**config.mk**
```make
export PLATFORM = sky130hd
export DESIGN_NAME = sorted_list_table_core
export DESIGN_NICKNAME = d
export VERILOG_FILES = /design/src/hw/rtl/slt_pkg.sv /design/src/hw/rtl/sorted_list_table_core.sv /design/src/hw/rtl/slt_cell.sv
export VERILOG_INCLUDE_DIRS = /design/src /design/src/hw/rtl
export SDC_FILE = /design/constraint.sdc
export NUM_CORES = 2
export LEC_CHECK = 0
export ABC_AREA = 1
export BUFFER_PORTS_ARGS = -buffer_cell sky130_fd_sc_hd__buf_2
export CAP_MARGIN = 20
export CORE_ASPECT_RATIO = 1.2
export CORE_MARGIN = 1
export CORE_UTILIZATION = 51
export CTS_CLUSTER_DIAMETER = 120
export DETAILED_ROUTE_END_ITERATION = 12
export GPL_TIMING_DRIVEN = 0
export PLACE_DENSITY = 0.66
export SLEW_MARGIN = 20
export SYNTH_ARGS = -nofsm -noshare
export SYNTH_HDL_FRONTEND = slang
export SYNTH_HIERARCHICAL = 1
export SYNTH_SLANG_ARGS = --single-unit
```
**constraint.sdc**
```tcl
create_clock -name clk -period 5.6 [get_ports clk]
set_clock_uncertainty 0.1 [all_clocks]
set_input_delay 0.56 -clock clk [delete_from_list [all_inputs] [get_ports clk]]
set_output_delay 0.56 -clock clk [all_outputs]
set_load 0.01 [all_outputs]
```
**src/hw/rtl/sorted_list_table_core_defines.svh**
```systemverilog
// sorted_list_table_core_defines.svh
// assertion macros for the sorted list table core; no dependencies

`ifndef SORTED_LIST_TABLE_CORE_DEFINES_SVH
`define SORTED_LIST_TABLE_CORE_DEFINES_SVH

// same-cycle implication, checked outside reset
`define SLT_ASSERT_NOW(label, clk, rst, a, c) \
  label: assert property (@(posedge clk) disable iff (rst) (a) |-> (c)) \
    else $error("sorted list table check failed");

// next-cycle implication, checked outside reset
`define SLT_ASSERT_NEXT(label, clk, rst, a, c) \
  label: assert property (@(posedge clk) disable iff (rst) (a) |=> (c)) \
    else $error("sorted list table check failed");

`endif

```
**src/hw/rtl/slt_pkg.sv**
```systemverilog
// slt_pkg.sv
// command and status codes, default sizes and cell interface types
// used by slt_cell and sorted_list_table_core; no dependencies

package slt_pkg;

  localparam int CAPACITY_DEF  = 16;
  localparam int KEY_WIDTH_DEF = 32;
  localparam int PORT_KEY_W    = 32;

  localparam logic [2:0] CMD_INSERT = 3'd0;
  localparam logic [2:0] CMD_SEARCH = 3'd1;
  localparam logic [2:0] CMD_REMOVE = 3'd2;
  localparam logic [2:0] CMD_REWIND = 3'd3;
  localparam logic [2:0] CMD_READ   = 3'd4;
  localparam logic [2:0] CMD_CLEAR  = 3'd5;

  localparam logic [1:0] ST_OK        = 2'd0;
  localparam logic [1:0] ST_NOT_FOUND = 2'd1;
  localparam logic [1:0] ST_FULL      = 2'd2;
  localparam logic [1:0] ST_AT_END    = 2'd3;

  // broadcast to every cell
  typedef struct packed {
    logic ins;
    logic rem;
  } ctl_t;

  // per-cell compare results
  typedef struct packed {
    logic lt;        // stored key below the command key
    logic eq;        // stored key equals the command key
    logic first_eq;  // first equal key in the row
    logic ins_here;  // insert point
  } flags_t;

endpackage

```
**src/hw/rtl/sorted_list_table_core.sv**
```systemverilog
// channel  | signals                              | transfer
// ---------+--------------------------------------+---------------------------
// command  | start, busy, cmd[2:0], key[31:0]     | start && !busy at clk edge
// result   | done, status, found, item, at_end,   | done high for one cycle
//          | count                                |
//
// each command's result shows on the result ports in the cycle after the
// transfer; done is high for that one cycle, the rest hold to the next transfer.
// busy stays low: the row of cells updates all slots in the transfer cycle,
// so a command may be given every cycle.
// rst is synchronous active high and clears count, cursor and done; stored
// keys come up undefined. the receiver cannot stall the result.
// depends on slt_pkg, slt_cell and sorted_list_table_core_defines.svh

`include "sorted_list_table_core_defines.svh"

module sorted_list_table_core #(
  parameter int CAPACITY  = slt_pkg::CAPACITY_DEF,
  parameter int KEY_WIDTH = slt_pkg::KEY_WIDTH_DEF,
  localparam int CW  = $clog2(CAPACITY + 1),
  localparam int PW  = slt_pkg::PORT_KEY_W,
  localparam int KW  = (KEY_WIDTH < PW) ? KEY_WIDTH : PW
) (
  input  logic          clk,
  input  logic          rst,
  input  logic          start,
  output logic          busy,
  input  logic [2:0]    cmd,
  input  logic [PW-1:0] key,
  output logic          done,
  output logic [1:0]    status,
  output logic          found,
  output logic [PW-1:0] item,
  output logic          at_end,
  output logic [CW-1:0] count
);

  logic [KW-1:0]   cmd_key;
  logic [CW-1:0]   count_reg, count_next;
  logic [CW-1:0]   cursor_reg, cursor_next;
  logic [1:0]      status_next;
  logic            found_next;
  logic [KW-1:0]   item_next;
  logic            accept;
  logic            full;
  slt_pkg::ctl_t   ctl;

  logic [KW-1:0]   cell_key [CAPACITY];
  logic [KW-1:0]   cell_rd  [CAPACITY];
  slt_pkg::flags_t cell_flags [CAPACITY];

  logic            any_eq;
  logic [CW-1:0]   pos_eq, pos_ins;
  logic [KW-1:0]   rd_key;

  assign busy    = 1'b0;
  assign accept  = start && !busy;
  assign cmd_key = key[KW-1:0];
  assign full    = count_reg == CW'(CAPACITY);

  assign ctl.ins = accept && (cmd == slt_pkg::CMD_INSERT) && !full;
  assign ctl.rem = accept && (cmd == slt_pkg::CMD_REMOVE) && any_eq;

  for (genvar i = 0; i < CAPACITY; i++) begin : g_cell
    slt_cell #(
      .KW(KW), .CW(CW), .INDEX(i)
    ) u_cell (
      .clk      (clk),
      .ctl      (ctl),
      .key_in   (cmd_key),
      .count    (count_reg),
      .cursor   (cursor_reg),
      .left_lt  ((i == 0) ? 1'b1 : cell_flags[(i == 0) ? 0 : i - 1].lt),
      .left_key (cell_key[(i == 0) ? 0 : i - 1]),
      .right_key(cell_key[(i == CAPACITY - 1) ? i : i + 1]),
      .key      (cell_key[i]),
      .flags    (cell_flags[i]),
      .rd_key   (cell_rd[i])
    );
  end

  // one-hot selects, so the positions and read data fold with plain ors
  always_comb begin
    any_eq  = 1'b0;
    pos_eq  = '0;
    pos_ins = '0;
    rd_key  = '0;
    for (int i = 0; i < CAPACITY; i++) begin
      any_eq = any_eq | cell_flags[i].eq;
      if (cell_flags[i].first_eq) pos_eq = pos_eq | CW'(i);
      if (cell_flags[i].ins_here) pos_ins = pos_ins | CW'(i);
      rd_key = rd_key | cell_rd[i];
    end
  end

  always_comb begin
    count_next  = count_reg;
    cursor_next = cursor_reg;
    status_next = slt_pkg::ST_OK;
    found_next  = 1'b0;
    item_next   = '0;
    case (cmd)
      slt_pkg::CMD_INSERT: begin
        if (full) begin
          status_next = slt_pkg::ST_FULL;
        end else begin
          count_next  = count_reg + 1'b1;
          cursor_next = pos_ins;
        end
      end
      slt_pkg::CMD_SEARCH: begin
        if (any_eq) begin
          cursor_next = pos_eq;
          found_next  = 1'b1;
        end else begin
          cursor_next = count_reg;
          status_next = slt_pkg::ST_NOT_FOUND;
        end
      end
      slt_pkg::CMD_REMOVE: begin
        if (any_eq) begin
          count_next  = count_reg - 1'b1;
          cursor_next = pos_eq;
          found_next  = 1'b1;
        end else begin
          cursor_next = count_reg;
          status_next = slt_pkg::ST_NOT_FOUND;
        end
      end
      slt_pkg::CMD_REWIND: begin
        cursor_next = '0;
      end
      slt_pkg::CMD_READ: begin
        if (cursor_reg < count_reg) begin
          item_next   = rd_key;
          cursor_next = cursor_reg + 1'b1;
        end else begin
          status_next = slt_pkg::ST_AT_END;
        end
      end
      slt_pkg::CMD_CLEAR: begin
        count_next  = '0;
        cursor_next = '0;
      end
      default: begin
      end
    endcase
  end

  always_ff @(posedge clk) begin
    if (rst) begin
      count_reg  <= '0;
      cursor_reg <= '0;
      done       <= 1'b0;
    end else begin
      done <= accept;
      if (accept) begin
        count_reg  <= count_next;
        cursor_reg <= cursor_next;
      end
    end
  end

  always_ff @(posedge clk) begin
    if (accept) begin
      status <= status_next;
      found  <= found_next;
      item   <= PW'(item_next);
      at_end <= cursor_next >= count_next;
      count  <= count_next;
    end
  end

  `SLT_ASSERT_NEXT(a_done_follows, clk, rst, accept, done)
  `SLT_ASSERT_NOW(a_cursor_in_range, clk, rst, 1'b1, cursor_reg <= count_reg)
  `SLT_ASSERT_NOW(a_count_in_range, clk, rst, done, count <= CW'(CAPACITY))
  `SLT_ASSERT_NEXT(a_insert_grows, clk, rst, ctl.ins, count_reg == $past(count_reg) + 1'b1)

endmodule

```
**src/hw/rtl/slt_cell.sv**
```systemverilog
// slt_cell.sv
// one slot of the sorted row: holds a key, compares it, shifts left or right
// depends on slt_pkg

module slt_cell #(
  parameter int KW    = slt_pkg::KEY_WIDTH_DEF,
  parameter int CW    = 5,
  parameter int INDEX = 0
) (
  input  logic               clk,
  input  slt_pkg::ctl_t      ctl,
  input  logic [KW-1:0]      key_in,
  input  logic [CW-1:0]      count,
  input  logic [CW-1:0]      cursor,
  input  logic               left_lt,
  input  logic [KW-1:0]      left_key,
  input  logic [KW-1:0]      right_key,
  output logic [KW-1:0]      key,
  output slt_pkg::flags_t    flags,
  output logic [KW-1:0]      rd_key
);

  logic used;

  assign used           = CW'(INDEX) < count;
  assign flags.lt       = used && (key < key_in);
  assign flags.eq       = used && (key == key_in);
  // equal keys form one run, so the first one has a smaller key on its left
  assign flags.first_eq = flags.eq && left_lt;
  assign flags.ins_here = !flags.lt && left_lt;
  assign rd_key         = (CW'(INDEX) == cursor) ? key : '0;

  // slots past the count take whatever comes, they are never read
  always_ff @(posedge clk) begin
    if (ctl.ins && !flags.lt) begin
      key <= left_lt ? key_in : left_key;
    end else if (ctl.rem && !flags.lt) begin
      key <= right_key;
    end
  end

endmodule
```
## After elaboration in Yosys (flattened, before gate mapping)

Index checks and enable logic that the tools add are counted.

- Memories: 0
- Memory bits (read-only): 0
- Bits in writable memories: 0
- Word-level logic and storage cells: 365
- Register bits after elaboration: 564
- Bits in latches: 0
- Bits of input ports: 38
- Output and inout bits: 43

- Divide/modulo/power cells: 0
- Add/subtract/negate cells: 3
- Shift operators: 0
- Equality and inequality tests: 37
- Reduce and logical (&&, ||, !) cells: 134
- Multiplexer cells: 103
- $mul: 0
- Bitwise operators: 30
- Order comparisons: 34

Operator list:

| cell | count |
|---|---|
| 32-bit 2-to-1 mux | 61 |
| 32-bit equality test | 16 |
| 32-bit < comparator | 16 |
| 32-bit bitwise OR | 15 |
| 1-bit logical AND | 97 |
| 4-bit 2-to-1 mux | 16 |
| 4-bit by 5-bit equality test with 1-bit output, first input constant | 8 |
| 4-bit by 5-bit < comparator with 1-bit output, first input constant | 8 |
| 2-bit nonzero test | 15 |
| 5-bit 2-to-1 mux | 5 |
| 3-bit 2-to-1 mux | 8 |
| 3-bit by 5-bit equality test with 1-bit output, first input constant | 4 |
| 3-bit by 5-bit < comparator with 1-bit output, first input constant | 4 |
| 5-bit one-hot mux with 4 select lines | 1 |
| 1-bit zero test | 17 |
| 1-bit bitwise OR | 15 |
| 5-bit one-hot mux with 3 select lines | 1 |
| 2-bit 2-to-1 mux | 6 |
| 5-bit by 1-bit adder with 5-bit output, second input constant | 2 |
| 2-bit by 5-bit equality test with 1-bit output, first input constant | 2 |
| 1-bit by 5-bit < comparator with 1-bit output, first input constant | 2 |
| 2-bit by 5-bit < comparator with 1-bit output, first input constant | 2 |
| 3-bit by 2-bit equality test with 1-bit output, second input constant | 2 |
| 3-bit equality test, second input constant | 2 |
| other kinds (12) | 16 |

## Logic depth before layout (Yosys ltp)

- Depth after elaboration: 22
- Mapped depth: 31
- Depth with buffers taken out: 30

## Cells and area by module

Netlist, hierarchy kept.

Modules (own cells, without submodules):

| module | area an instance (µm²) | seq. area each (µm²) | times used | cells each |
|---|---|---|---|---|
| sorted_list_table_core | 4137.7 | 1451.4 | 1 | 486 |
| slt_cell (g_cell[4].u_cell) | 2984.1 | 960.9 | 1 | 438 |
| slt_cell (g_cell[0].u_cell) | 2980.4 | 960.9 | 1 | 441 |
| slt_cell (g_cell[14].u_cell) | 2976.6 | 960.9 | 1 | 440 |
| slt_cell (g_cell[6].u_cell) | 2972.9 | 960.9 | 1 | 436 |
| slt_cell (g_cell[8].u_cell) | 2972.9 | 960.9 | 1 | 439 |
| slt_cell (g_cell[10].u_cell) | 2967.8 | 960.9 | 1 | 436 |
| slt_cell (g_cell[5].u_cell) | 2956.6 | 960.9 | 1 | 437 |
| slt_cell (g_cell[12].u_cell) | 2955.3 | 960.9 | 1 | 440 |
| slt_cell (g_cell[2].u_cell) | 2955.3 | 960.9 | 1 | 439 |
| slt_cell (g_cell[11].u_cell) | 2951.6 | 960.9 | 1 | 433 |
| slt_cell (g_cell[13].u_cell) | 2950.3 | 960.9 | 1 | 439 |
| slt_cell (g_cell[9].u_cell) | 2949.1 | 960.9 | 1 | 437 |
| slt_cell (g_cell[15].u_cell) | 2944.1 | 960.9 | 1 | 431 |
| 3 more rows | n/a | n/a | n/a | n/a |

## Worst setup path after synthesis

No wires, ideal clock.

- Path type: input to register
- From: input port key[31]
- To: register g_cell[15].u_cell.key[0] (enable)
- Slack: 912 ps
- Library setup time: 421 ps
- Arrival time: 4167 ps
- Buffers on the path: 0
- Required time: 5079 ps
- Stages on the path: 16
- Cells stage by stage: inv_1 > ha_1 > nand2_1 > nor2_1 > nand2_1 > nor2_1 > inv_1 > nor3_1 > nor2_1 > nand2_1 > nor2_2 > nand2_1 > clkinv_1 > nor3_1 > nor2_1 > nor2_1

- Word-level cells in the longest chain between the ends: 4

Ends and longest elaborated chain:

| what | RTL line | RTL |
|---|---|---|
| start, declared | sorted_list_table_core.sv:29 | `input logic [PW-1:0] key,` |
| 32-bit < comparator | slt_cell.sv:26 | `assign flags.lt = used && (key < key_in);` |
| 1-bit logical AND | slt_cell.sv:26 |  |
| 1-bit zero test | slt_cell.sv:35 | `if (ctl.ins && !flags.lt) begin` |
| 1-bit logical AND | slt_cell.sv:35 |  |
| end signal, assigned | slt_cell.sv:36 | `key <= left_lt ? key_in : left_key;` |
| end signal, assigned | slt_cell.sv:38 | `key <= right_key;` |
| end, declared | slt_cell.sv:18 | `output logic [KW-1:0] key,` |

No other way between the ends.
A chain may end at the register's enable or synchronous reset.

==> run metrics <==
share of layout cells above drive strength 1=0.07462; Worst-Margin Slew=between 1 and 1.5 ns; Worst path slowest cell=edfxtp_1; Cells after Synth=roughly 7500; fin crit period=slightly above 5 ns; vias in the first global route=approximately 47000; # hold bufs at CTS=0; Post-layout nets=8211; first-pass GRT wire length=between 200 and 300 mm; Pins Over Slew Limit=0; most used cell, CP=nand2_1; Layout area overhead=9.790%; GRT Residual Overflow=0; core area=about 100000 µm²; H-tree Lvls=3; Largest register FFs=between 500 and 600; DR vias/cell=5.476; PwrDens=213.5 nW/µm²; Max-cap violations=0; critical path type=reg -> reg; via count=slightly below 50000; RSZ-0062 raised after global routing=false; row cnt=between 100 and 150; Routability Congestion=0.9727; Max-Slew Margin vs Limit=0.1259; f_max=196.8 MHz; Lkg Pwr=29.93 nW; min-delay worst type=in -> reg; PostCTS Resize Cnt=0; Clock transition at path regs=around 0.060 ns; initial antenna violation count=0; die height=~350 µm; Peak VDD IR=202.6 µV; R2R depth=26; Synth Cell Area=slightly above 50000 µm²; largest net degree at the start of global routing=45; HPWL after detailed placement=157.1 mm; CTS Buffer Depth=3; Fin Hold WS=around 0.062 ns; Chip Width=~290 µm; IO Port Bufs=79; final antenna-violating net count=0; total global-route track usage=0.3621; root buffer cell=clkbuf_16; Setup Fix Bufs, Post-CTS=0; Die Footprint=roughly 100000 µm²; clock sinks=564; status=complete, no violations; Tcrit/Tclk final=0.9072; CTS tree=yes; final instance area=between 50000 and 60000 µm²; final worst slack=between 0.5 and 0.6 ns; hold depth=2; CP required=approximately 5.9 ns; DP Area=approximately 54000 µm²; DRC viols=0; Pre-antenna DRT Iters=8; Final Setup Violations=0; initial cell density of the core=0.5146; Filler cells=9935; area occupied by multi-input gates=around 28000 µm²; fin cells=between 8000 and 9000; starting DRC count in detailed routing=between 4000 and 5000; Mapped Avg Cell Area=around 6.9 µm²; wire length on met3=11.59 mm; Final Hold Vio Count=0; pre-CTS setup slack=-0.02519 ns; Worst Path Arrival=~5.4 ns; Num CTS Buffers=73; drt total wl=~190 mm; Worst Setup Start Kind=flop; synth warn=6; Clock Latency Late Sink=between 0.6 and 0.7 ns; crit end category=flop; top layer reached by signal wires=met4; Ports=81; WL met2=slightly above 90 mm; wire length on met1=approximately 74 mm; CP Max Fanout=10; Register Area=approximately 17000 µm²; average routed wire per standard cell=20.98 µm; placed cells=8862; crit-path max cell delay=0.45 ns
## layout make-up
class,count,area share
diodes,1,0.00004432
plain buffers,329,0.03346
clock buffers,89,0.03472
clock inverters,43,0.007512
inverters,1286,0.08551
multi-input cells,5295,0.4965
flip-flops and latches,564,0.2980
well taps,1290,0.02859
repair buffers,100,0.01562
## critical path: cells and delay by family (launching register included)
family / cells / cell delay [ns]
DFF: 1 / 0.45
AOI/OAI and AO/OA: 4 / 0.41
adders and majority gates: 2 / 0.60
buffers and inverters: 4 / 0.74
and+or+nand+nor: 16 / 2.51
## through the flow
stage / setup TNS [ns] / utilization / power (W)
5_1_grt: 0 / 0.5649 / 0.01247
2_1_floorplan: 0 / - / 0.006332
3_5_place_dp: -0.02519 / 0.5408 / 0.007173
4_1_cts: 0 / 0.5646 / 0.01206
6_report: 0 / 0.5649 / 0.01205
3_3_place_gp: -1420.07 / 0.5347 / 0.007110
## power by group
group | switching, W | total (W) | internal, W
clock network | 0.00208 | 0.00490 | 0.00282
registers | 0.000130 | 0.00486 | 0.00473
logic | 0.00161 | 0.00229 | 0.000682
## worst paths after layout
path / from / to / slack [ns]
worst max-delay path: g_cell[14].u_cell/key[7] / at_end / 0.52
worst min register to register: g_cell[15].u_cell/key[0] / g_cell[15].u_cell/key[0] / 0.49
worst min-delay path: rst / done / 0.06
worst max register to register: g_cell[14].u_cell/key[7] / at_end / 0.52
## cells in the final DEF, fill, tap and decap left out, drive strengths merged, types with 20 or more instances in the layout
| master | n |
|---|---|
| ha | 524 |
| clkinv | 41 |
| edfxtp | 553 |
| nand3 | 610 |
| a21o | 20 |
| nor2 | 821 |
| a41oi | 32 |
| inv | 1280 |
| nor3 | 28 |
| buf | 268 |
| o21ai | 551 |
| nand2 | 2280 |
| a21oi | 203 |
| nor4 | 134 |
| clkbuf | 250 |
| nand4 | 39 |
## metal layers
| layer | vias up | GRT usage |
|---|---|---|
| met2 | 1863 | 0.6402 |
| met4 | 0 | 0.2124 |
| li1 | 24301 | - |
| met1 | 22705 | 0.4293 |
| met3 | 395 | 0.03023 |
| met5 | - | 0 |
Power figures use the tool's default switching activity.
